File: src/rtl/sgs_pkg.sv
// sgs_pkg: shared types, widths and coefficient tables of the savitzky-golay smoother
// depends on nothing; every rtl file imports it
`default_nettype none

package sgs_pkg;

  localparam int SAMPLE_BITS = 16;
  localparam int MAX_TAPS    = 15;
  localparam int NUM_MODES   = 6;
  localparam int MODE_W      = 3;
  localparam int COUNT_W     = 5;

  // widest mode that fits in the delay line
  localparam int MODE_FIT_RAW = (MAX_TAPS - 5) / 2;
  localparam int MODE_FIT     = (MODE_FIT_RAW < NUM_MODES - 1) ? MODE_FIT_RAW : NUM_MODES - 1;
  localparam int HALF_MAX     = MODE_FIT + 2;
  localparam int NUM_PAIRS    = HALF_MAX + 1;
  localparam int NUM_GRP      = (NUM_PAIRS + 1) / 2;
  localparam int NUM_PROD     = 2 * NUM_GRP;
  localparam int HALF_W       = $clog2(HALF_MAX + 1);

  localparam int COEF_W  = 9;
  localparam int NORM_W  = 11;
  localparam int PAIR_W  = SAMPLE_BITS + 1;
  localparam int PROD_W  = PAIR_W + COEF_W;
  localparam int SUM_W   = SAMPLE_BITS + 11;
  localparam int MAG_W   = SAMPLE_BITS + 10;
  localparam int RECIP_W = MAG_W - 4;
  localparam int QUO_W   = MAG_W - 4;
  localparam int PRD_W   = MAG_W + RECIP_W;
  localparam int QN_W    = QUO_W + NORM_W;

  localparam logic [COUNT_W-1:0] COUNT_MAX = '1;

  localparam logic [QUO_W-1:0] NEG_LIMIT = QUO_W'(1) << (SAMPLE_BITS - 1);
  localparam logic [QUO_W-1:0] POS_LIMIT = NEG_LIMIT - QUO_W'(1);

  typedef logic signed [SAMPLE_BITS-1:0] sample_t;

  localparam sample_t SAMPLE_HI = {1'b0, {(SAMPLE_BITS - 1){1'b1}}};
  localparam sample_t SAMPLE_LO = {1'b1, {(SAMPLE_BITS - 1){1'b0}}};

  // symmetric quadratic weights, centre tap first
  localparam int COEF [NUM_MODES][8] = '{
    '{17, 12, -3, 0, 0, 0, 0, 0},
    '{7, 6, 3, -2, 0, 0, 0, 0},
    '{59, 54, 39, 14, -21, 0, 0, 0},
    '{89, 84, 69, 44, 9, -36, 0, 0},
    '{25, 24, 21, 16, 9, 0, -11, 0},
    '{167, 162, 147, 122, 87, 42, -13, -78}
  };

  localparam int NORM [NUM_MODES] = '{35, 21, 231, 429, 143, 1105};

  localparam int HALF_NORM [NUM_MODES] = '{35 / 2, 21 / 2, 231 / 2, 429 / 2, 143 / 2, 1105 / 2};

  // floor(2^MAG_W / norm); quotient estimate is low by at most one
  localparam logic [RECIP_W-1:0] RECIP [NUM_MODES] = '{
    RECIP_W'((64'd1 << MAG_W) / 64'd35),
    RECIP_W'((64'd1 << MAG_W) / 64'd21),
    RECIP_W'((64'd1 << MAG_W) / 64'd231),
    RECIP_W'((64'd1 << MAG_W) / 64'd429),
    RECIP_W'((64'd1 << MAG_W) / 64'd143),
    RECIP_W'((64'd1 << MAG_W) / 64'd1105)
  };

  typedef struct packed {
    sample_t sample;
    logic    end_of_record;
  } sgs_in_t;

  typedef struct packed {
    sample_t smoothed;
    logic    last_out;
  } sgs_out_t;

  // per-beat control that rides along the arithmetic pipeline
  typedef struct packed {
    logic              valid;
    logic              raw;
    logic              last;
    logic [MODE_W-1:0] mode;
    sample_t           raw_value;
  } sgs_tag_t;

  function automatic logic [MODE_W-1:0] eff_mode(input logic [MODE_W-1:0] wm);
    logic [MODE_W-1:0] m;
    m = wm;
    if (m > MODE_W'(MODE_FIT)) begin
      m = MODE_W'(MODE_FIT);
    end
    return m;
  endfunction

endpackage

`default_nettype wire

File: src/rtl/sgs_cell.sv
// sgs_cell: one tap of the sample delay line, loads its neighbor's sample (cell 0: the new one) on each beat
// depends on sgs_pkg
`default_nettype none

module sgs_cell import sgs_pkg::*; (
  input  logic    clk,
  input  logic    shift,
  input  sample_t d,
  output sample_t q
);

  sample_t held;

  always_ff @(posedge clk) begin
    if (shift) begin
      held <= d;
    end
  end

  assign q = held;

endmodule

`default_nettype wire

File: config.mk
export PLATFORM = sky130hd
export DESIGN_NAME = sgs_cell
export DESIGN_NICKNAME = d
export VERILOG_FILES = /design/src/rtl/sgs_pkg.sv /design/src/rtl/sgs_cell.sv
export SDC_FILE = /design/constraint.sdc
export NUM_CORES = 1
export LEC_CHECK = 0
export BUFFER_PORTS_ARGS = -buffer_cell sky130_fd_sc_hd__buf_2
export CAP_MARGIN = 20
export CORE_AREA = 8 8 45 47
export CTS_BUF_LIST = sky130_fd_sc_hd__clkbuf_2 sky130_fd_sc_hd__clkbuf_4 sky130_fd_sc_hd__clkbuf_8
export CTS_CLUSTER_SIZE = 24
export DETAILED_ROUTE_END_ITERATION = 7
export DIE_AREA = 0 0 53 55
export PLACE_DENSITY = 0.75
export SLEW_MARGIN = 20
export SYNTH_ARGS = -nofsm -noshare
export SYNTH_HDL_FRONTEND = slang
export SYNTH_SLANG_ARGS = --single-unit
File: constraint.sdc
create_clock -name clk -period 0.8 [get_ports clk]
set_input_delay 0 -clock clk [delete_from_list [all_inputs] [get_ports clk]]
set_output_delay 0 -clock clk [all_outputs]
set_load 0.01 [all_outputs]
* Yosys cells after proc, flatten, opt, wreduce, memory -nomap -nowiden
Cells that the tools add are included.
Word-level totals: flip-flop bits (word level) 16, output and inout bits 16

* Depth between registers and ports, before layout
word-level depth 0, depth in mapped cells 0, mapped depth without buffers 0

* Least setup slack after synthesis
OpenSTA, ideal clock, no wires.
path kind flip-flop to output port, start register held[0], in the netlist q[0], end output q[0], arrival time 394 ps, path slack 406 ps, stages on the path, launching flop included 1, data required time 800 ps, path buffers 0, cells stage by stage edfxtp_1
RTL lines:
- from (decl) | line sgs_cell.sv:12 | sample_t held;
- from (signal assigned) | line sgs_cell.sv:16 | held <= d;
- to (decl) | line sgs_cell.sv:9 | output sample_t q
No word-level cell between the ends.

* Worst setup path after layout
start register held[11], in the netlist q[11], end output q[11]
No word-level cell between the ends.

==> summary.md <==
| Metric | Value |
|---|---|
| Number of distinct library cells after synthesis | `1` |
| Multi-input combinational cell count | `0` |
| Slew at the pin closest to its max-slew limit | `0.333 ns` |
| Yosys warning total | `0` |
| Worst vdd rail ir drop | `1.13 mV` |
| Critical path endpoint category | `output pin` |
| Most common cell after layout, fill and taps aside | `sky130_fd_sc_hd__buf_2` |
| Arrival time at the worst endpoint | `0.80 ns` |
| Family with the most delay on the worst path | `flip-flops` |
| Maximum operating frequency | `1250 MHz` |
| Cell depth of the worst setup path | `1` |
| # setup viols final | `0` |
| Highest-delay cell along the critical path | `sky130_fd_sc_hd__edfxtp_1` |
| Routability-driven placement congestion ratio | `0.680` |
| Total power after layout | `1620 uW` |
| Cts repair resizes | `0` |
| Diodes inserted | `0` |
| CTS H-Tree Depth | `1` |
| Global-route wire length before repair | `1700 um` |
| DRC viols | `0` |
| Number of flip-flops in the largest register | `16` |
| Hold path startpoint | `shift` |
| Startpoint-to-endpoint class of the critical path | `reg2out` |
| Syn Std Cell Area | `480 um2` |
| Setup total negative slack | `0 ns` |
| Number of standard cells after synthesis | `16` |
| Grt ovf | `0` |
| Master cell of the clock root buffer | `sky130_fd_sc_hd__clkbuf_4` |
| Mean routed wirelength per cell | `13.0 um` |
| CTS Buffer Depth | `2` |
| TritonRoute pass-1 iters | `1` |
| Clock-pin transition on the worst setup and hold timing paths | `0.09 ns` |
| Cell Rows | `14` |
| Post-Synthesis Net Count | `34` |
| Area occupied by multi-input gates | `0 um2` |
| Slowest cell delay on critical path | `0.38 ns` |
| Number of storage elements in the synthesis netlist | `16` |
| Outcome | `finished, final reports clean` |
| Most frequent cells in the layout | `sky130_fd_sc_hd__buf_2 (33), sky130_fd_sc_hd__dlygate4sd3_1 (16), sky130_fd_sc_hd__edfxtp_1 (16), sky130_fd_sc_hd__clkbuf_4 (3), sky130_fd_sc_hd__clkinv_1 (1)` |
| First element of the critical path | `q[11]` |
| Input/output buffers | `33` |
| # nets final | `88` |
| # clock sinks | `16` |
| Class of the tightest hold or removal check | `in2reg` |
| Fraction of the cycle the final worst path needs | `0.997` |
| Via count of the first global-routing pass | `379` |
| Clock period minus final worst setup slack | `0.797 ns` |
| Power Dens Cells | `1900 mW/mm2` |
| Crit path max fanout | `1` |
| Data required time of the worst path | `0.80 ns` |
| Clock tree from TritonCTS | `yes` |
| Maximum number of pins on one net before global-route repair | `17` |
| Sequential cell area fraction in the yosys report | `1.00` |
| I/O pin cnt | `34` |
| CP Buf/Inv Count | `1` |
| Number of buffers created by CTS | `3` |
| Worst rel slew slack | `0.778` |
| Setup repair after global routing missed its margin | `true` |
| Initial antenna violation count | `0` |
| Starting Density | `0.347` |
| Ratio of cells with drive above 1 in the final layout | `0.522` |
| Wire length reported by the detailed router | `1110 um` |
| Setup repair bufs after CTS | `0` |
| Growth of design area from synthesis to finish | `77.3%` |
| Cell Chain, Critical Path | `buf_2` |
| Overall routing resource usage | `0.0819` |
| Nature of the critical path startpoint | `register` |
| Core footprint | `0.00138 mm2` |
| Number of fill cells | `107` |
| Max Cap Violations | `0` |
| Iter 0 DRT Violations | `0` |
| Number of cells on the worst hold path | `1` |
| Leak | `0.000369 uW` |
| Via count | `335` |
| Chip width | `53 um` |
| Number of hold-slack violations in the final timing report | `0` |
| Y dimension of the die | `55 um` |
| Mean instance size in the synthesized netlist | `30.0 um2` |
| Die Outline Area | `0.00292 mm2` |
| Ratio of routed vias to standard cells | `3.94` |
| Final Max Slew Viols | `0` |
| Post-DRT Antenna Nets | `0` |
==> metal layers <==
layer	part of all wire	track usage	vias up	routed length, um
met4	0	0.0259	0	0
li1	-	-	171	-
met2	0.58	0.162	16	648
met1	0.29	0.0626	148	322
met5	0	0	-	0
met3	0.12	0.0508	0	138
==> cells by family after synthesis <==
| group | Yosys count | synth area share |
|---|---|---|
| flops | 16 | 1.00 |
==> cell type report <==
cell class            instances  area, um2  area share
Timing Repair Buffer         49        325       0.382
Clock inverter                1       3.75     0.00441
Clock buffer                  3       22.5      0.0264
Tap cell                     16       20.0      0.0235
Sequential cell              16        480       0.564
==> cell usage after synthesis <==
library cell | count | share of area
sky130_fd_sc_hd__edfxtp_1 | 16 | 1.0
==> path summary, 6_finish.rpt <==
| check | slack (ns) | end |
|---|---|---|
| worst max-delay path | 0.003 | q[11] |
| worst min-delay path | 0.14 | q[10] |
==> metrics by stage <==
step / instances / cell area [um2] / util / hold slack [ns] / setup WS [ns]
after floorplan: 16 / 480 / - / 0.0989 / 0.406
after global placement: 65 / 666 / 0.481 / 0.177 / 0.168
after detailed placement: 65 / 666 / 0.481 / 0.178 / 0.145
after CTS: 85 / 852 / 0.616 / 0.145 / -0.00693
after global routing: 85 / 852 / 0.616 / 0.152 / -0.0575
final: 85 / 852 / 0.616 / 0.144 / 0.00250
==> what timing repair did <==
item                                    CTS  global route
hold buffers                             16             0
gates cloned                              0             0
pin swaps                                 0             0
hold endpoints to repair                 16             0
endpoints found under the setup margin    2            16
==> where the power goes <==
| part | total (uW) | internal, uW | switching (uW) |
|---|---|---|---|
| registers | 1010 | 994 | 12.7 |
| clock network | 401 | 180 | 221 |
| logic | 212 | 121 | 91.2 |
| total | 1620 | 1300 | 325 |
No activity file was read; power rests on OpenSTA's default activity.
