### config.mk
export PLATFORM = sky130hd
export DESIGN_NAME = sgs_mac
export DESIGN_NICKNAME = d
export VERILOG_FILES = /design/src/rtl/sgs_pkg.sv /design/src/rtl/sgs_mac.sv
export SDC_FILE = /design/constraint.sdc
export NUM_CORES = 2
export LEC_CHECK = 0
export BUFFER_PORTS_ARGS = -buffer_cell sky130_fd_sc_hd__buf_2
export CAP_MARGIN = 20
export CORE_MARGIN = 10
export CORE_UTILIZATION = 35
export CTS_BUF_LIST = sky130_fd_sc_hd__clkbuf_4 sky130_fd_sc_hd__clkbuf_8
export DETAILED_ROUTE_END_ITERATION = 16
export HOLD_SLACK_MARGIN = 0.12
export SKIP_CTS_REPAIR_TIMING = 1
export SYNTH_ARGS = -nofsm -noshare
export SYNTH_HDL_FRONTEND = slang
export SYNTH_SLANG_ARGS = --single-unit
export TNS_END_PERCENT = 20
### constraint.sdc
create_clock -name clk -period 8.4 [get_ports clk]
set_input_delay 1.68 -clock clk [delete_from_list [all_inputs] [get_ports clk]]
set_output_delay 1.68 -clock clk [all_outputs]
set_load 0.01 [all_outputs]
### src/rtl/sgs_pkg.sv
// sgs_pkg: shared types, widths and coefficient tables of the savitzky-golay smoother
// depends on nothing; every rtl file imports it
`default_nettype none

package sgs_pkg;

  localparam int SAMPLE_BITS = 16;
  localparam int MAX_TAPS    = 15;
  localparam int NUM_MODES   = 6;
  localparam int MODE_W      = 3;
  localparam int COUNT_W     = 5;

  // widest mode that fits in the delay line
  localparam int MODE_FIT_RAW = (MAX_TAPS - 5) / 2;
  localparam int MODE_FIT     = (MODE_FIT_RAW < NUM_MODES - 1) ? MODE_FIT_RAW : NUM_MODES - 1;
  localparam int HALF_MAX     = MODE_FIT + 2;
  localparam int NUM_PAIRS    = HALF_MAX + 1;
  localparam int NUM_GRP      = (NUM_PAIRS + 1) / 2;
  localparam int NUM_PROD     = 2 * NUM_GRP;
  localparam int HALF_W       = $clog2(HALF_MAX + 1);

  localparam int COEF_W  = 9;
  localparam int NORM_W  = 11;
  localparam int PAIR_W  = SAMPLE_BITS + 1;
  localparam int PROD_W  = PAIR_W + COEF_W;
  localparam int SUM_W   = SAMPLE_BITS + 11;
  localparam int MAG_W   = SAMPLE_BITS + 10;
  localparam int RECIP_W = MAG_W - 4;
  localparam int QUO_W   = MAG_W - 4;
  localparam int PRD_W   = MAG_W + RECIP_W;
  localparam int QN_W    = QUO_W + NORM_W;

  localparam logic [COUNT_W-1:0] COUNT_MAX = '1;

  localparam logic [QUO_W-1:0] NEG_LIMIT = QUO_W'(1) << (SAMPLE_BITS - 1);
  localparam logic [QUO_W-1:0] POS_LIMIT = NEG_LIMIT - QUO_W'(1);

  typedef logic signed [SAMPLE_BITS-1:0] sample_t;

  localparam sample_t SAMPLE_HI = {1'b0, {(SAMPLE_BITS - 1){1'b1}}};
  localparam sample_t SAMPLE_LO = {1'b1, {(SAMPLE_BITS - 1){1'b0}}};

  // symmetric quadratic weights, centre tap first
  localparam int COEF [NUM_MODES][8] = '{
    '{17, 12, -3, 0, 0, 0, 0, 0},
    '{7, 6, 3, -2, 0, 0, 0, 0},
    '{59, 54, 39, 14, -21, 0, 0, 0},
    '{89, 84, 69, 44, 9, -36, 0, 0},
    '{25, 24, 21, 16, 9, 0, -11, 0},
    '{167, 162, 147, 122, 87, 42, -13, -78}
  };

  localparam int NORM [NUM_MODES] = '{35, 21, 231, 429, 143, 1105};

  localparam int HALF_NORM [NUM_MODES] = '{35 / 2, 21 / 2, 231 / 2, 429 / 2, 143 / 2, 1105 / 2};

  // floor(2^MAG_W / norm); quotient estimate is low by at most one
  localparam logic [RECIP_W-1:0] RECIP [NUM_MODES] = '{
    RECIP_W'((64'd1 << MAG_W) / 64'd35),
    RECIP_W'((64'd1 << MAG_W) / 64'd21),
    RECIP_W'((64'd1 << MAG_W) / 64'd231),
    RECIP_W'((64'd1 << MAG_W) / 64'd429),
    RECIP_W'((64'd1 << MAG_W) / 64'd143),
    RECIP_W'((64'd1 << MAG_W) / 64'd1105)
  };

  typedef struct packed {
    sample_t sample;
    logic    end_of_record;
  } sgs_in_t;

  typedef struct packed {
    sample_t smoothed;
    logic    last_out;
  } sgs_out_t;

  // per-beat control that rides along the arithmetic pipeline
  typedef struct packed {
    logic              valid;
    logic              raw;
    logic              last;
    logic [MODE_W-1:0] mode;
    sample_t           raw_value;
  } sgs_tag_t;

  function automatic logic [MODE_W-1:0] eff_mode(input logic [MODE_W-1:0] wm);
    logic [MODE_W-1:0] m;
    m = wm;
    if (m > MODE_W'(MODE_FIT)) begin
      m = MODE_W'(MODE_FIT);
    end
    return m;
  endfunction

endpackage

`default_nettype wire

### src/rtl/sgs_mac.sv
// sgs_mac: symmetric pre-add, constant-weight multiply and adder tree (four stages)
// depends on sgs_pkg
`default_nettype none

module sgs_mac import sgs_pkg::*; (
  input  logic                     clk,
  input  logic                     rst,
  input  logic                     en,
  input  sample_t                  window [MAX_TAPS],
  input  sgs_tag_t                 tag_in,
  output logic signed [SUM_W-1:0]  sum,
  output sgs_tag_t                 tag_out
);

  logic signed [PAIR_W-1:0] pair_next [NUM_PAIRS];
  logic signed [PAIR_W-1:0] pair      [NUM_PAIRS];
  logic signed [PROD_W-1:0] prod_next [NUM_PROD];
  logic signed [PROD_W-1:0] prod      [NUM_PROD];
  logic signed [SUM_W-1:0]  grp_next  [NUM_GRP];
  logic signed [SUM_W-1:0]  grp       [NUM_GRP];
  logic signed [SUM_W-1:0]  sum_next;
  sgs_tag_t tag1, tag2, tag3;

  // pair the taps at equal distance from the centre of the selected window
  always_comb begin
    for (int d = 0; d < NUM_PAIRS; d++) begin
      pair_next[d] = '0;
    end
    for (int mm = 0; mm <= MODE_FIT; mm++) begin
      if (tag_in.mode == MODE_W'(mm)) begin
        pair_next[0] = PAIR_W'(window[mm + 2]);
        for (int d = 1; d <= mm + 2; d++) begin
          pair_next[d] = PAIR_W'(window[mm + 2 - d]) + PAIR_W'(window[mm + 2 + d]);
        end
      end
    end
  end

  always_comb begin
    for (int d = 0; d < NUM_PROD; d++) begin
      prod_next[d] = '0;
    end
    for (int d = 0; d < NUM_PAIRS; d++) begin
      prod_next[d] = PROD_W'(pair[d]) * PROD_W'(COEF[tag1.mode][d]);
    end
  end

  always_comb begin
    for (int g = 0; g < NUM_GRP; g++) begin
      grp_next[g] = SUM_W'(prod[2 * g]) + SUM_W'(prod[2 * g + 1]);
    end
  end

  always_comb begin
    sum_next = '0;
    for (int g = 0; g < NUM_GRP; g++) begin
      sum_next = sum_next + grp[g];
    end
  end

  always_ff @(posedge clk) begin
    if (rst) begin
      tag1    <= '0;
      tag2    <= '0;
      tag3    <= '0;
      tag_out <= '0;
    end else if (en) begin
      tag1    <= tag_in;
      tag2    <= tag1;
      tag3    <= tag2;
      tag_out <= tag3;
    end
  end

  always_ff @(posedge clk) begin
    if (en) begin
      pair <= pair_next;
      prod <= prod_next;
      grp  <= grp_next;
      sum  <= sum_next;
    end
  end

endmodule

`default_nettype wire

* Word-level counts from Yosys, hierarchy flattened
Memories as Yosys holds them, arrays and structs flattened.
Cells that the tools add are included.
** Word-level totals
- Bits in registers :: 567
- Memory bits (read-only) :: 2048
- Input port bits :: 265
- Output and inout bits :: 49
- Word-level logic and storage cells :: 100
- Memories kept :: 1
** Memory list
- (name not given) :: depth 8, bits a word 256, read ports 1, clocked after memory_dff 0, wr ports 0, line sgs_mac.sv:44 : prod_next[d] = PROD_W'(pair[d]) * PROD_W'(COEF[tag1.mode][d]);
** Operators by class
- Add/sub/neg operators :: 34
- $mul :: 8
- Magnitude comparators :: 1
- Equality and inequality tests :: 5
- Multiplexer cells :: 8
- Bitwise logic cells :: 1
- Reductions and logical operators :: 1
** Operators by type and width (count)
- 250-bit 2-to-1 mux :: 2
- 16-bit by 16-bit adder with 17-bit output :: 27
- 17-bit by 26-bit multiplier with 26-bit output :: 8
- 136-bit 2-to-1 mux :: 1
- 119-bit 2-to-1 mux :: 1
- 26-bit by 26-bit adder with 27-bit output :: 4
- 102-bit 2-to-1 mux :: 1
- 85-bit 2-to-1 mux :: 1
- 27-bit adder :: 3
- 68-bit 2-to-1 mux :: 1
- 51-bit 2-to-1 mux :: 1
- 3-bit by 2-bit == test with 1-bit output (second input constant) :: 2
- 3-bit == test (second input constant) :: 2
- 4-bit greater-or-equal comparator (second input constant) :: 1
- 3-bit NOT with 4-bit output :: 1
- 3-bit by 1-bit == test with 1-bit output (second input constant) :: 1
- 3-bit logical NOT :: 1

* Logic depth before layout (Yosys ltp)
- Word-level depth :: 7
- Gate-level depth with buffers :: 30

* Worst setup path before layout
OpenSTA, ideal clock, no wires.
- Kind :: register to register
- From :: reg tag1[16] in the netlist's numbering
- To :: reg prod[101] in the netlist's numbering (data pin)
- Setup time :: 158 ps
- Arrival :: 7120 ps
- Slack :: 1122 ps
- Stages on the path, launching flop included :: 28
- Buffers on the path :: 4
- Clock period less this slack :: 7278 ps
- Cell sequence :: dfxtp_1 clkinv_1 clkbuf_1 ha_1 nor2b_1 clkbuf_1 clkbuf_1 nand2_1 fa_1 inv_1 fa_1 fa_1 inv_1 fa_1 inv_1 fa_1 inv_1 fa_1 inv_1 ha_1 clkbuf_1 a21oi_1 nor2b_1 a311oi_2 o31ai_1 o41ai_4 or4b_1 o211ai_1
** RTL lines
- start: declaration :: line sgs_mac.sv:22 : sgs_tag_t tag1, tag2, tag3;
- start signal: assignment :: line sgs_mac.sv:68 : tag1 <= tag_in;
- end signal: assignment :: line sgs_mac.sv:78 : prod <= prod_next;
- end: declaration :: line sgs_mac.sv:18 : logic signed [PROD_W-1:0] prod [NUM_PROD];

==> flow_summary.ini <==
[sta]
fin_crit_sh_pct = 91.9
tightest_slew_ps = 1310
setup-tns-final_ps = 0
rsz0062_at_grt = false
timing.slew.headroom_pct = 12.9
clock_skew_ps = 114
finalHoldViolCount = 0
fmax_mhz = 130
fin_ws_ps = 683
min_period_ps = 7720
hold_slack_ps = 420
setup_viol = 0
drv_slew = 0

[grt]
grt_usage_pct = 22.7
grt_util_met2_pct = 36.9
grt_max_degree = 137
grt_pass1_vias = 74200
gr-total-overflow = 0
top_usage_layer = met2
use_met1_pct = 29.8
grt_antenna_before_repair = 34
grt_pass1_wl_um = 475000
grt_use_met3_pct = 3.99

[clock_tree]
clk_latency_ps = 950
path_clk_slew_ps = 60
cts.sinks = 562
cts_root_buffer = clkbuf_8
cts_tree = built
cts_buffers = 112
clk_path_buf_depth = 3
h-tree-depth = 3

[outcome]
outcome = finished, final reports clean

[die]
start_util_pct = 35.2
num_rows = 185
die_h_um = 525
coreArea_um2 = 254000
die-area_um2 = 276000
die_w_um = 525
num_io_pins = 314

[setup_path]
cpPeakStageDelay_ps = 700
crit_family = adder cells
crit_type = reg2reg
rr_startpoint = tag1[16]
path_max_fanout = 15
path_buf_inv = 8
r2r_slack_ps = 680
reg2reg_depth = 28
start_kind = flop
crit_slowest_cell = a2111oi_0
cp-end-kind = flop
required_ps = 8980
cp.arrival_ps = 8300
r2r-end = prod[155]

[pwr]
p_leak_nw = 47.3
ir_drop_v = 0.000953
power_density_nw_per_um2 = 439

[place]
port-buffer-count = 313
pre_cts_ws_ps = 809
placed_area_um2 = 95400
place_congestion = 0.996
dp_hpwl_um = 273000

[yosys]
synth.yosys.seq_area_share_pct = 17.9
synth-edff-count = 474
synth_flop_cell = edfxtp_1
synth_top_area_share_pct = 24.9
yosysMostFrequentCell = inv_1
synth_area_um2 = 89400
synth.avg_cell_area_um2 = 9.44
syn_nets = 12100
yosys-top-cells-count = 1638 x inv_1, 1210 x ha_1, 1111 x fa_1
synth_cell_types = 99
ys_seq_elements = 562
synth_cells = 9473
synth_warnings = 0
async_flop_share_pct = 0
yosys-top-cells-area = fa_1 25%, ha_1 17%, edfxtp_1 16%
yosys.area.top_type = fa_1

[routing]
firstDrtPassIters = 6
dr_total_vias = 70900
drc = 0
wl_per_cell_um = 24.1
drt_iter0_drc = 5064
routed_via_density = 5.33
routed_wl_um = 321000
ant_nets = 0

[min_path]
hold_end = grp[81]
min_path_type = reg2reg
hp-start = prod[182]
hold_path_depth = 0

[cells_and_area]
fin_area_um2 = 98000
multiInputGateArea_um2 = 66600
nets = 12400
seq_area_um2 = 16000
fillers = 25400
layout-drive-gt1-share_pct = 7.04
area_growth_pct = 9.59

[run]
drv_cap = 0
[logic make-up after synthesis]
family / after synthesis / synth area share (%)
compound gates: 1637 / 12.2
xor+xnor: 546 / 5.35
fa+ha+maj: 2321 / 41.8
buf+inv: 1819 / 7.64
flops: 562 / 17.9
mux: 170 / 1.94
simple gates: 2418 / 13.1
[cell type report]
type / count / share of cell area [%]
well taps: 3366 / 4.30
inverters: 1642 / 6.29
diodes: 15 / 0.0383
clock inverters: 70 / 0.793
clock buffers: 136 / 1.81
repair buffers: 410 / 2.42
flip-flops and latches: 562 / 16.3
multi-input cells: 7092 / 68.0
[placed cells by master (no fill, tap or decap), drive strengths merged, types with 53 or more instances in the layout]
cell and n:
inv 1644, ha 1210, fa 1111, nand2 631, nor2 599, edfxtp 474, a21oi 451, buf 410
xnor2 398, o21ai 299, and2 258, nor3 203, mux2i 164, a21o 151, nand3 149, xor2 148
clkbuf 136, and3 135, nor2b 119, o21a 98, or3 89, dfxtp 88, nand2b 73, a211oi 73
a31oi 54, clkinv 53
[registers in the layout (all words and copies together), names as in the netlist]
name / cells
tag1: 22
pair: 135
tag3: 22
prod: 204
grp: 108
tag2: 22
tag_out: 22
sum: 27
[per-stage QoR]
| step | cells | total power [mW] | utilization (%) |
|---|---|---|---|
| 2_1_floorplan | 9473 | 30.7 | - |
| 3_5_place_dp | 13100 | 39.5 | 37.5 |
| 6_report | 13300 | 43.0 | 38.5 |
| 4_1_cts | 13300 | 43.0 | 38.5 |
| 5_1_grt | 13300 | 47.7 | 38.5 |
| 3_3_place_gp | 13100 | 38.9 | 37.5 |
[worst max path at each step]
stage	from	to	slack, ps	depth (start not counted)
4_1_cts	tag1[16]	prod[155]	710	28
5_1_grt	tag1[16]	prod[155]	180	28
2_1_floorplan	tag1[16]	prod[101]	1120	27
3_3_place_gp	tag1[16]	prod[155]	660	28
3_5_place_dp	tag1[16]	prod[155]	810	28
6_report	tag1[16]	prod[155]	680	28
[metal layers]
layer,up-vias,part of all wire [%]
met4,12,4.7
li1,32700,-
met2,2353,45
met3,519,7.1
met1,35300,43
met5,-,0.029
[power by group]
part	internal (mW)	leakage, nW	switching (mW)
clock network	1.82	1.31	1.42
logic	13.9	40.7	19.6
registers	5.60	5.35	0.724
Note: power is estimated with default switching activity, not from simulation.
