$ cat src/rtl/sgs_pkg.sv
// sgs_pkg: shared types, widths and coefficient tables of the savitzky-golay smoother
// depends on nothing; every rtl file imports it
`default_nettype none

package sgs_pkg;

  localparam int SAMPLE_BITS = 16;
  localparam int MAX_TAPS    = 15;
  localparam int NUM_MODES   = 6;
  localparam int MODE_W      = 3;
  localparam int COUNT_W     = 5;

  // widest mode that fits in the delay line
  localparam int MODE_FIT_RAW = (MAX_TAPS - 5) / 2;
  localparam int MODE_FIT     = (MODE_FIT_RAW < NUM_MODES - 1) ? MODE_FIT_RAW : NUM_MODES - 1;
  localparam int HALF_MAX     = MODE_FIT + 2;
  localparam int NUM_PAIRS    = HALF_MAX + 1;
  localparam int NUM_GRP      = (NUM_PAIRS + 1) / 2;
  localparam int NUM_PROD     = 2 * NUM_GRP;
  localparam int HALF_W       = $clog2(HALF_MAX + 1);

  localparam int COEF_W  = 9;
  localparam int NORM_W  = 11;
  localparam int PAIR_W  = SAMPLE_BITS + 1;
  localparam int PROD_W  = PAIR_W + COEF_W;
  localparam int SUM_W   = SAMPLE_BITS + 11;
  localparam int MAG_W   = SAMPLE_BITS + 10;
  localparam int RECIP_W = MAG_W - 4;
  localparam int QUO_W   = MAG_W - 4;
  localparam int PRD_W   = MAG_W + RECIP_W;
  localparam int QN_W    = QUO_W + NORM_W;

  localparam logic [COUNT_W-1:0] COUNT_MAX = '1;

  localparam logic [QUO_W-1:0] NEG_LIMIT = QUO_W'(1) << (SAMPLE_BITS - 1);
  localparam logic [QUO_W-1:0] POS_LIMIT = NEG_LIMIT - QUO_W'(1);

  typedef logic signed [SAMPLE_BITS-1:0] sample_t;

  localparam sample_t SAMPLE_HI = {1'b0, {(SAMPLE_BITS - 1){1'b1}}};
  localparam sample_t SAMPLE_LO = {1'b1, {(SAMPLE_BITS - 1){1'b0}}};

  // symmetric quadratic weights, centre tap first
  localparam int COEF [NUM_MODES][8] = '{
    '{17, 12, -3, 0, 0, 0, 0, 0},
    '{7, 6, 3, -2, 0, 0, 0, 0},
    '{59, 54, 39, 14, -21, 0, 0, 0},
    '{89, 84, 69, 44, 9, -36, 0, 0},
    '{25, 24, 21, 16, 9, 0, -11, 0},
    '{167, 162, 147, 122, 87, 42, -13, -78}
  };

  localparam int NORM [NUM_MODES] = '{35, 21, 231, 429, 143, 1105};

  localparam int HALF_NORM [NUM_MODES] = '{35 / 2, 21 / 2, 231 / 2, 429 / 2, 143 / 2, 1105 / 2};

  // floor(2^MAG_W / norm); quotient estimate is low by at most one
  localparam logic [RECIP_W-1:0] RECIP [NUM_MODES] = '{
    RECIP_W'((64'd1 << MAG_W) / 64'd35),
    RECIP_W'((64'd1 << MAG_W) / 64'd21),
    RECIP_W'((64'd1 << MAG_W) / 64'd231),
    RECIP_W'((64'd1 << MAG_W) / 64'd429),
    RECIP_W'((64'd1 << MAG_W) / 64'd143),
    RECIP_W'((64'd1 << MAG_W) / 64'd1105)
  };

  typedef struct packed {
    sample_t sample;
    logic    end_of_record;
  } sgs_in_t;

  typedef struct packed {
    sample_t smoothed;
    logic    last_out;
  } sgs_out_t;

  // per-beat control that rides along the arithmetic pipeline
  typedef struct packed {
    logic              valid;
    logic              raw;
    logic              last;
    logic [MODE_W-1:0] mode;
    sample_t           raw_value;
  } sgs_tag_t;

  function automatic logic [MODE_W-1:0] eff_mode(input logic [MODE_W-1:0] wm);
    logic [MODE_W-1:0] m;
    m = wm;
    if (m > MODE_W'(MODE_FIT)) begin
      m = MODE_W'(MODE_FIT);
    end
    return m;
  endfunction

endpackage

`default_nettype wire

$ cat src/rtl/sgs_scale.sv
// sgs_scale: divide by the window norm with round-half-away, then saturate (five stages)
// depends on sgs_pkg
`default_nettype none

module sgs_scale import sgs_pkg::*; (
  input  logic                    clk,
  input  logic                    rst,
  input  logic                    en,
  input  logic signed [SUM_W-1:0] sum,
  input  sgs_tag_t                tag_in,
  output sample_t                 value,
  output sgs_tag_t                tag_out
);

  sgs_tag_t tag5, tag6, tag7, tag8;

  logic [MAG_W-1:0] mag5, mag5_next, mag6, mag7;
  logic             neg5, neg6, neg7, neg8;
  logic [PRD_W-1:0] prd6, prd6_next;
  logic [QUO_W-1:0] q0_7, q0_7_next;
  logic [MAG_W-1:0] qn7, qn7_next;
  logic [MAG_W-1:0] rem8;
  logic [QUO_W-1:0] q8, q8_next;
  sample_t          value_next;

  // magnitude plus half the norm
  assign mag5_next = ((sum < 0) ? MAG_W'(-sum) : MAG_W'(sum)) +
                     MAG_W'(HALF_NORM[tag_in.mode]);

  // reciprocal multiply
  assign prd6_next = PRD_W'(mag5) * PRD_W'(RECIP[tag5.mode]);

  // quotient estimate and its product with the norm
  assign q0_7_next = prd6[MAG_W +: QUO_W];
  assign qn7_next  = MAG_W'(QN_W'(q0_7_next) * QN_W'(NORM[tag6.mode]));

  // remainder in [0, 2*norm): one correction step
  assign rem8    = mag7 - qn7;
  assign q8_next = (rem8 >= MAG_W'(NORM[tag7.mode])) ? q0_7 + QUO_W'(1) : q0_7;

  always_comb begin
    if (!neg8) begin
      value_next = (q8 > POS_LIMIT) ? SAMPLE_HI : $signed(q8[SAMPLE_BITS-1:0]);
    end else begin
      value_next = (q8 >= NEG_LIMIT) ? SAMPLE_LO : -$signed(q8[SAMPLE_BITS-1:0]);
    end
  end

  always_ff @(posedge clk) begin
    if (rst) begin
      tag5    <= '0;
      tag6    <= '0;
      tag7    <= '0;
      tag8    <= '0;
      tag_out <= '0;
    end else if (en) begin
      tag5    <= tag_in;
      tag6    <= tag5;
      tag7    <= tag6;
      tag8    <= tag7;
      tag_out <= tag8;
    end
  end

  always_ff @(posedge clk) begin
    if (en) begin
      mag5  <= mag5_next;
      neg5  <= (sum < 0);
      prd6  <= prd6_next;
      mag6  <= mag5;
      neg6  <= neg5;
      q0_7  <= q0_7_next;
      qn7   <= qn7_next;
      mag7  <= mag6;
      neg7  <= neg6;
      q8    <= q8_next;
      neg8  <= neg7;
      value <= value_next;
    end
  end

endmodule

`default_nettype wire

$ cat config.mk
export PLATFORM = sky130hd
export DESIGN_NAME = sgs_scale
export DESIGN_NICKNAME = d
export VERILOG_FILES = /design/src/rtl/sgs_pkg.sv /design/src/rtl/sgs_scale.sv
export SDC_FILE = /design/constraint.sdc
export NUM_CORES = 2
export LEC_CHECK = 0
export BUFFER_PORTS_ARGS = -buffer_cell sky130_fd_sc_hd__buf_4
export CAP_MARGIN = 10
export CELL_PAD_IN_SITES_DETAIL_PLACEMENT = 1
export CELL_PAD_IN_SITES_GLOBAL_PLACEMENT = 2
export CORE_ASPECT_RATIO = 0.7
export CORE_MARGIN = 5
export CORE_UTILIZATION = 39
export DETAILED_ROUTE_END_ITERATION = 8
export PLACE_DENSITY_LB_ADDON = 0.08
export SYNTH_ARGS = -nofsm -noshare
export SYNTH_HDL_FRONTEND = slang
export SYNTH_SLANG_ARGS = --single-unit
$ cat constraint.sdc
create_clock -name clk -period 7.2 [get_ports clk]
set_input_delay 0.36 -clock clk [delete_from_list [all_inputs] [get_ports clk]]
set_output_delay 0.36 -clock clk [all_outputs]
set_load 0.01 [all_outputs]
After elaboration in Yosys (flattened, before gate mapping):

Memories as Yosys holds them, arrays and structs flattened.
Cells that the tools add are included.

* $mul: 2
* muxes and demuxes: 13
* add/subtract/negate cells: 5
* magnitude comparators: 8
* bitwise gates (word level): 4

Operators with widths (number)
* 26-bit two-way mux: 5
* 22-bit two-way mux: 3
* 32-bit two-way mux: 2
* 26-bit by 22-bit multiplier with 48-bit output: 1
* 16-bit two-way mux: 3
* 22-bit by 33-bit multiplier with 26-bit output: 1
* 27-bit by 1-bit < comparator with 1-bit output (second input constant): 1
* 26-bit adder: 1
* 26-bit greater-or-equal comparator: 1
* 26-bit negator: 1
* 26-bit subtractor: 1
* 22-bit by 1-bit adder with 22-bit output (second input constant): 1
* 22-bit by 16-bit greater-or-equal comparator with 1-bit output (second input constant): 1
* 22-bit by 15-bit greater-than comparator with 1-bit output (second input constant): 1
* 4-bit greater-or-equal comparator (second input constant): 4
* 16-bit negator: 1
* 3-bit inverter with 4-bit output: 4

* logic and storage cells: 73
* ROM bits: 944
* register bits: 326
* memories kept: 4

Memory list
* (no name shown): words 8, width 32, rd ports 1, clocked after Yosys merged registers in 0, write ports 0, line sgs_scale.sv:39 `assign q8_next = (rem8 >= MAG_W'(NORM[tag7.mode])) ? q0_7 + QUO_W'(1) : q0_7;`
* (no name shown): words 8, width 32, rd ports 1, clocked after Yosys merged registers in 0, write ports 0, line sgs_scale.sv:35 `assign qn7_next = MAG_W'(QN_W'(q0_7_next) * QN_W'(NORM[tag6.mode]));`
* (no name shown): words 8, width 32, rd ports 1, clocked after Yosys merged registers in 0, write ports 0, line sgs_scale.sv:28 `MAG_W'(HALF_NORM[tag_in.mode]);`
* (no name shown): words 8, width 22, rd ports 1, clocked after Yosys merged registers in 0, write ports 0, line sgs_scale.sv:31 `assign prd6_next = PRD_W'(mag5) * PRD_W'(RECIP[tag5.mode]);`

Logic depth before layout (Yosys ltp):

* depth after elaboration: 6
* gate-level depth with buffers: 32
* depth with buffers taken out: 28

Least setup slack after synthesis:

Ideal clock, no wire load.

* kind: register to register
* from: register tag5[16] in the netlist's numbering
* to: register prd6[42], data pin
* data arrival time: 7.561 ns
* setup slack: -0.619 ns
* library setup time: 0.258 ns
* path buffers: 4
* cell stages (with the launch flop): 31
* data required time: 6.942 ns
* path through: dfxtp_1 -> clkbuf_1 -> clkinv_1 -> clkbuf_1 -> ha_1 -> clkbuf_1 -> clkbuf_1 -> nand2_1 -> fa_1 -> inv_1 -> fa_1 -> inv_1 -> fa_1 -> inv_1 -> fa_1 -> fa_1 -> fa_1 -> inv_1 -> fa_1 -> inv_1 -> ha_1 -> o21ai_0 -> a2111oi_0 -> nand3_1 -> o21ai_0 -> o2111ai_1 -> nand3_1 -> a311oi_1 -> o31ai_1 -> a21oi_1 -> xnor2_1

* cells in the longest elaborated chain, start to end: 5

RTL lines
* start: declaration: line sgs_scale.sv:15 `sgs_tag_t tag5, tag6, tag7, tag8;`
* start signal: assignment: line sgs_scale.sv:57 `tag5 <= tag_in;`
* 3-bit inverter with 4-bit output (implied by the code): line sgs_scale.sv:31
* memory 8 x 22 bit
* 22-bit two-way mux (implied by the code) (2 in series): line sgs_scale.sv:31
* 26-bit by 22-bit multiplier with 48-bit output: line sgs_scale.sv:31
* net prd6_next[42]: line sgs_scale.sv:19 `logic [PRD_W-1:0] prd6, prd6_next;`
* end signal: assignment: line sgs_scale.sv:69 `prd6 <= prd6_next;`
* end: declaration: line sgs_scale.sv:19

The timed path passes the listed nets, and every way through them passes these cells. The select of a mux whose other input is x is not followed.
A chain may end at the register's enable or synchronous reset.

Final worst setup path:

* from: register tag5[17] in the netlist's numbering
* to: register prd6[46], data pin

Same word-level chain as after synthesis.

==> key figures <==
Die
  – Core outline area: between 90000 and 100000 sq um
  – Number of placement rows: between 90 and 100
  – Starting utilization of the core area: 0.394
  – Overall die width: approximately 380 um
  – Total die area: 102000 sq um
  – Die extent in y: ~270 um
  – Num ports: 90

Finish
  – Filler Cells Inserted: about 10000
  – Nets: about 5200
  – # diodes: 0
  – Highest-count cells in the layout ignoring fill and taps: inv_1 (759), fa_1 (552), buf_4 (389)
  – Layout overhead on the synthesized area: 19.6%
  – Share of layout cells above drive strength 1: 0.169
  – Most common library cell in the layout ignoring fill and taps: inv_1

GRT
  – GRT Overall Usage: 0.226
  – Pin count of the biggest net entering global routing: about 160
  – Grt ovf: 0
  – Antenna violations before repair: 3
  – Wire length of the first global-routing pass: 177000 um
  – Vias in the first global route: 30400

Logic synthesis
  – Synth Cell Area: between 30000 and 40000 sq um
  – Count of cell types in the netlist: 73
  – Net count of the mapped netlist: 4819
  – Synth async-reset ratio: 0
  – Number of synthesized flops with an enable pin: roughly 190
  – Synthesized instance count: 3832
  – Commonest register cell after synthesis: edfxtp_1
  – Sequential element share of the synthesized area: 0.212
  – Average cell area after synthesis: ~9.7 sq um
  – Number of storage elements in the synthesis netlist: approximately 300
  – Number of warnings issued by yosys: 0

Place
  – Detailed placement HPWL: approximately 93000 um
  – Worst slack after detailed placement: -0.934 ns
  – # port buffers: 89
  – Final GP Congestion: 0.879

Route
  – Number of violations reported at the end of detailed-routing iteration 0: approximately 1300
  – Routed wirelength normalized by instance count: approximately 21 um
  – Remaining routing DRC violations: 0
  – Number of iterations in the first detailed-routing pass: 5
  – ANT nets after route: 0
  – Routed WL: roughly 110000 um
  – Total vias in the final route: about 27000
  – Avg Vias per Cell: 5.00

Critical path
  – Signal arrival time at the worst endpoint: a little under 8 ns
  – Critical path data required time: ~7.5 ns
  – Kind of end point of the critical path: register
  – CP max stage cell: fa_1
  – Buffers & Inverters on Critical Path: 10
  – Most repeated library cell on the critical path: fa_1
  – Dominant delay contributor by cell family on the critical path: adder cells
  – Delay of the slowest cell on the worst path: ~0.56 ns
  – Type of the setup path with the least slack: reg -> reg
  – Crit path max fanout: 8
  – Nature of the critical path startpoint: register

Timing
  – Number of setup violations in the final report: 17
  – Worst Skew: between 0.02 and 0.03 ns
  – Setup_tns: -3.07 ns
  – Slew Limit Headroom: 0.382
  – Slew at the pin closest to its max-slew limit: a little over 0.9 ns
  – Max-slew violation count: 0
  – Worst hold slack: about 0.043 ns
  – Final Critical Period: about 7.5 ns
  – Worst setup slack after layout: -0.324 ns
  – Final cycle utilization of the critical path: 1.05
  – Fmax achieved: ~0.13 GHz
  – Number of hold-slack violations in the final timing report: 0
  – Unrepaired setup endpoints after global routing: yes

Clock network
  – CTS hold repair buffers: 0
  – Clock Path Buffers: 3
  – H-tree levels: 2
  – Clk slew on worst S/H paths: approximately 0.060 ns
  – Num CTS Buffers: 38
  – Clock Latency Late Sink: between 0.5 and 0.6 ns
  – CTS tree: done
  – Count of clock tree sinks: between 200 and 300
  – Clock tree root driver cell: clkbuf_16

Worst hold path
  – Min-Delay Path Class: in -> reg

Run
  – Number of max-cap violations: 0

Outcome
  – Violated checks: setup timing
  – Outcome: finished with violations
==> synth_stat cells (4+ instances only) <==
cell,instances,area share
o21bai_1,6,0.0012
o21a_1,16,0.0032
o211ai_1,4,0.00081
fa_1,572,0.31
nor3_1,32,0.0043
or4_1,4,0.00081
nand4_1,18,0.0030
dfxtp_1,110,0.059
nand2_1,381,0.039
a21o_1,25,0.0051
xnor2_1,97,0.023
nand2b_1,62,0.010
nand3b_1,5,0.0010
ha_1,363,0.12
o2111ai_1,5,0.0012
nor2b_1,142,0.024
o21ai_0,64,0.0086
and2_1,125,0.021
mux2i_1,114,0.031
buf_2,5,0.00067
o41ai_1,5,0.0012
or2_2,12,0.0020
a211oi_1,18,0.0036
and4_1,5,0.0012
nor2_1,218,0.022
nand3_1,44,0.0059
a21oi_1,70,0.0094
xor2_1,34,0.0080
clkbuf_1,128,0.013
buf_1,16,0.0016
o311ai_0,5,0.0012
a22oi_1,4,0.00081
inv_1,784,0.079
a31oi_1,5,0.00084
or3_1,20,0.0034
and3_1,46,0.0078
a2111oi_0,6,0.0014
o31ai_1,11,0.0022
nor4_1,4,0.00067
edfxtp_1,189,0.15
o22ai_1,4,0.00067
==> worst register-to-register path: cells and delay by family (launching register included) <==
family | cells | cell delay, ns
buf+inv | 10 | 1.29
simple gates | 6 | 0.78
fa+ha+maj | 8 | 3.91
xor+xnor | 1 | 0.12
flops | 1 | 0.36
compound gates | 6 | 0.77
==> cells by family after synthesis <==
logic type | after synthesis | share of synthesized area
AO/OA/AOI/OAI | 284 | 0.0500
XOR/XNOR | 131 | 0.0309
adder cells (fa/ha/maj) | 935 | 0.431
buffers and inverters | 935 | 0.0947
flip-flops | 299 | 0.212
multiplexers | 116 | 0.0313
AND/OR/NAND/NOR | 1132 | 0.150
==> path summary, 6_finish.rpt <==
kind	end	cells past startpoint	from	slack, ns
max	prd6[46]	31	tag5[17]	-0.32
min	tag5[3]	3	tag_in[3]	0.04
max reg2reg	prd6[46]	31	tag5[17]	-0.32
min reg2reg	mag7[6]	0	mag6[6]	0.42
==> final cells by class <==
type / count / area [sq um] / area share
flip-flops and latches: 299 / 7890 / 0.178
clock buffers: 52 / 1080 / 0.0243
multi-input cells: 2598 / 26700 / 0.601
clock inverters: 17 / 259 / 0.00583
repair buffers: 455 / 3980 / 0.0896
inverters: 786 / 2970 / 0.0668
well taps: 1248 / 1560 / 0.0352
==> state kept, by name, indices dropped and copies added (netlist names), 22 cells and up <==
| signal | count |
|---|---|
| mag6 | 26 |
| tag7 | 22 |
| tag5 | 22 |
| tag6 | 22 |
| qn7 | 25 |
| prd6 | 22 |
| mag7 | 26 |
| q0_7 | 22 |
| tag8 | 22 |
| tag_out | 22 |
| mag5 | 26 |
| q8 | 22 |
==> per-stage QoR <==
stage | std cells | area, sq um | utilization
floorplan | 3832 | 37200 | -
global placement | 5330 | 41500 | 0.441
detailed placement | 5330 | 41500 | 0.441
CTS | 5439 | 43800 | 0.465
global route | 5455 | 44400 | 0.471
finish | 5455 | 44400 | 0.471
==> what timing repair did <==
item,CTS,global route
setup buffers,42,23
endpoints found under the setup margin,24,27
gates resized for setup,150,115
pin swaps,81,91
==> routing by layer <==
| metal | track usage | vias to the layer above | share of wire |
|---|---|---|---|
| met4 | 0.0393 | 2 | 0.017 |
| met2 | 0.347 | 527 | 0.43 |
| met3 | 0.0497 | 111 | 0.064 |
| met1 | 0.333 | 14000 | 0.48 |
| li1 | - | 12700 | - |
| met5 | 0.0110 | - | 0.0014 |
Power is not shown: default switching activity piles up to over one toggle a cycle in this logic, so the estimate is an artifact.
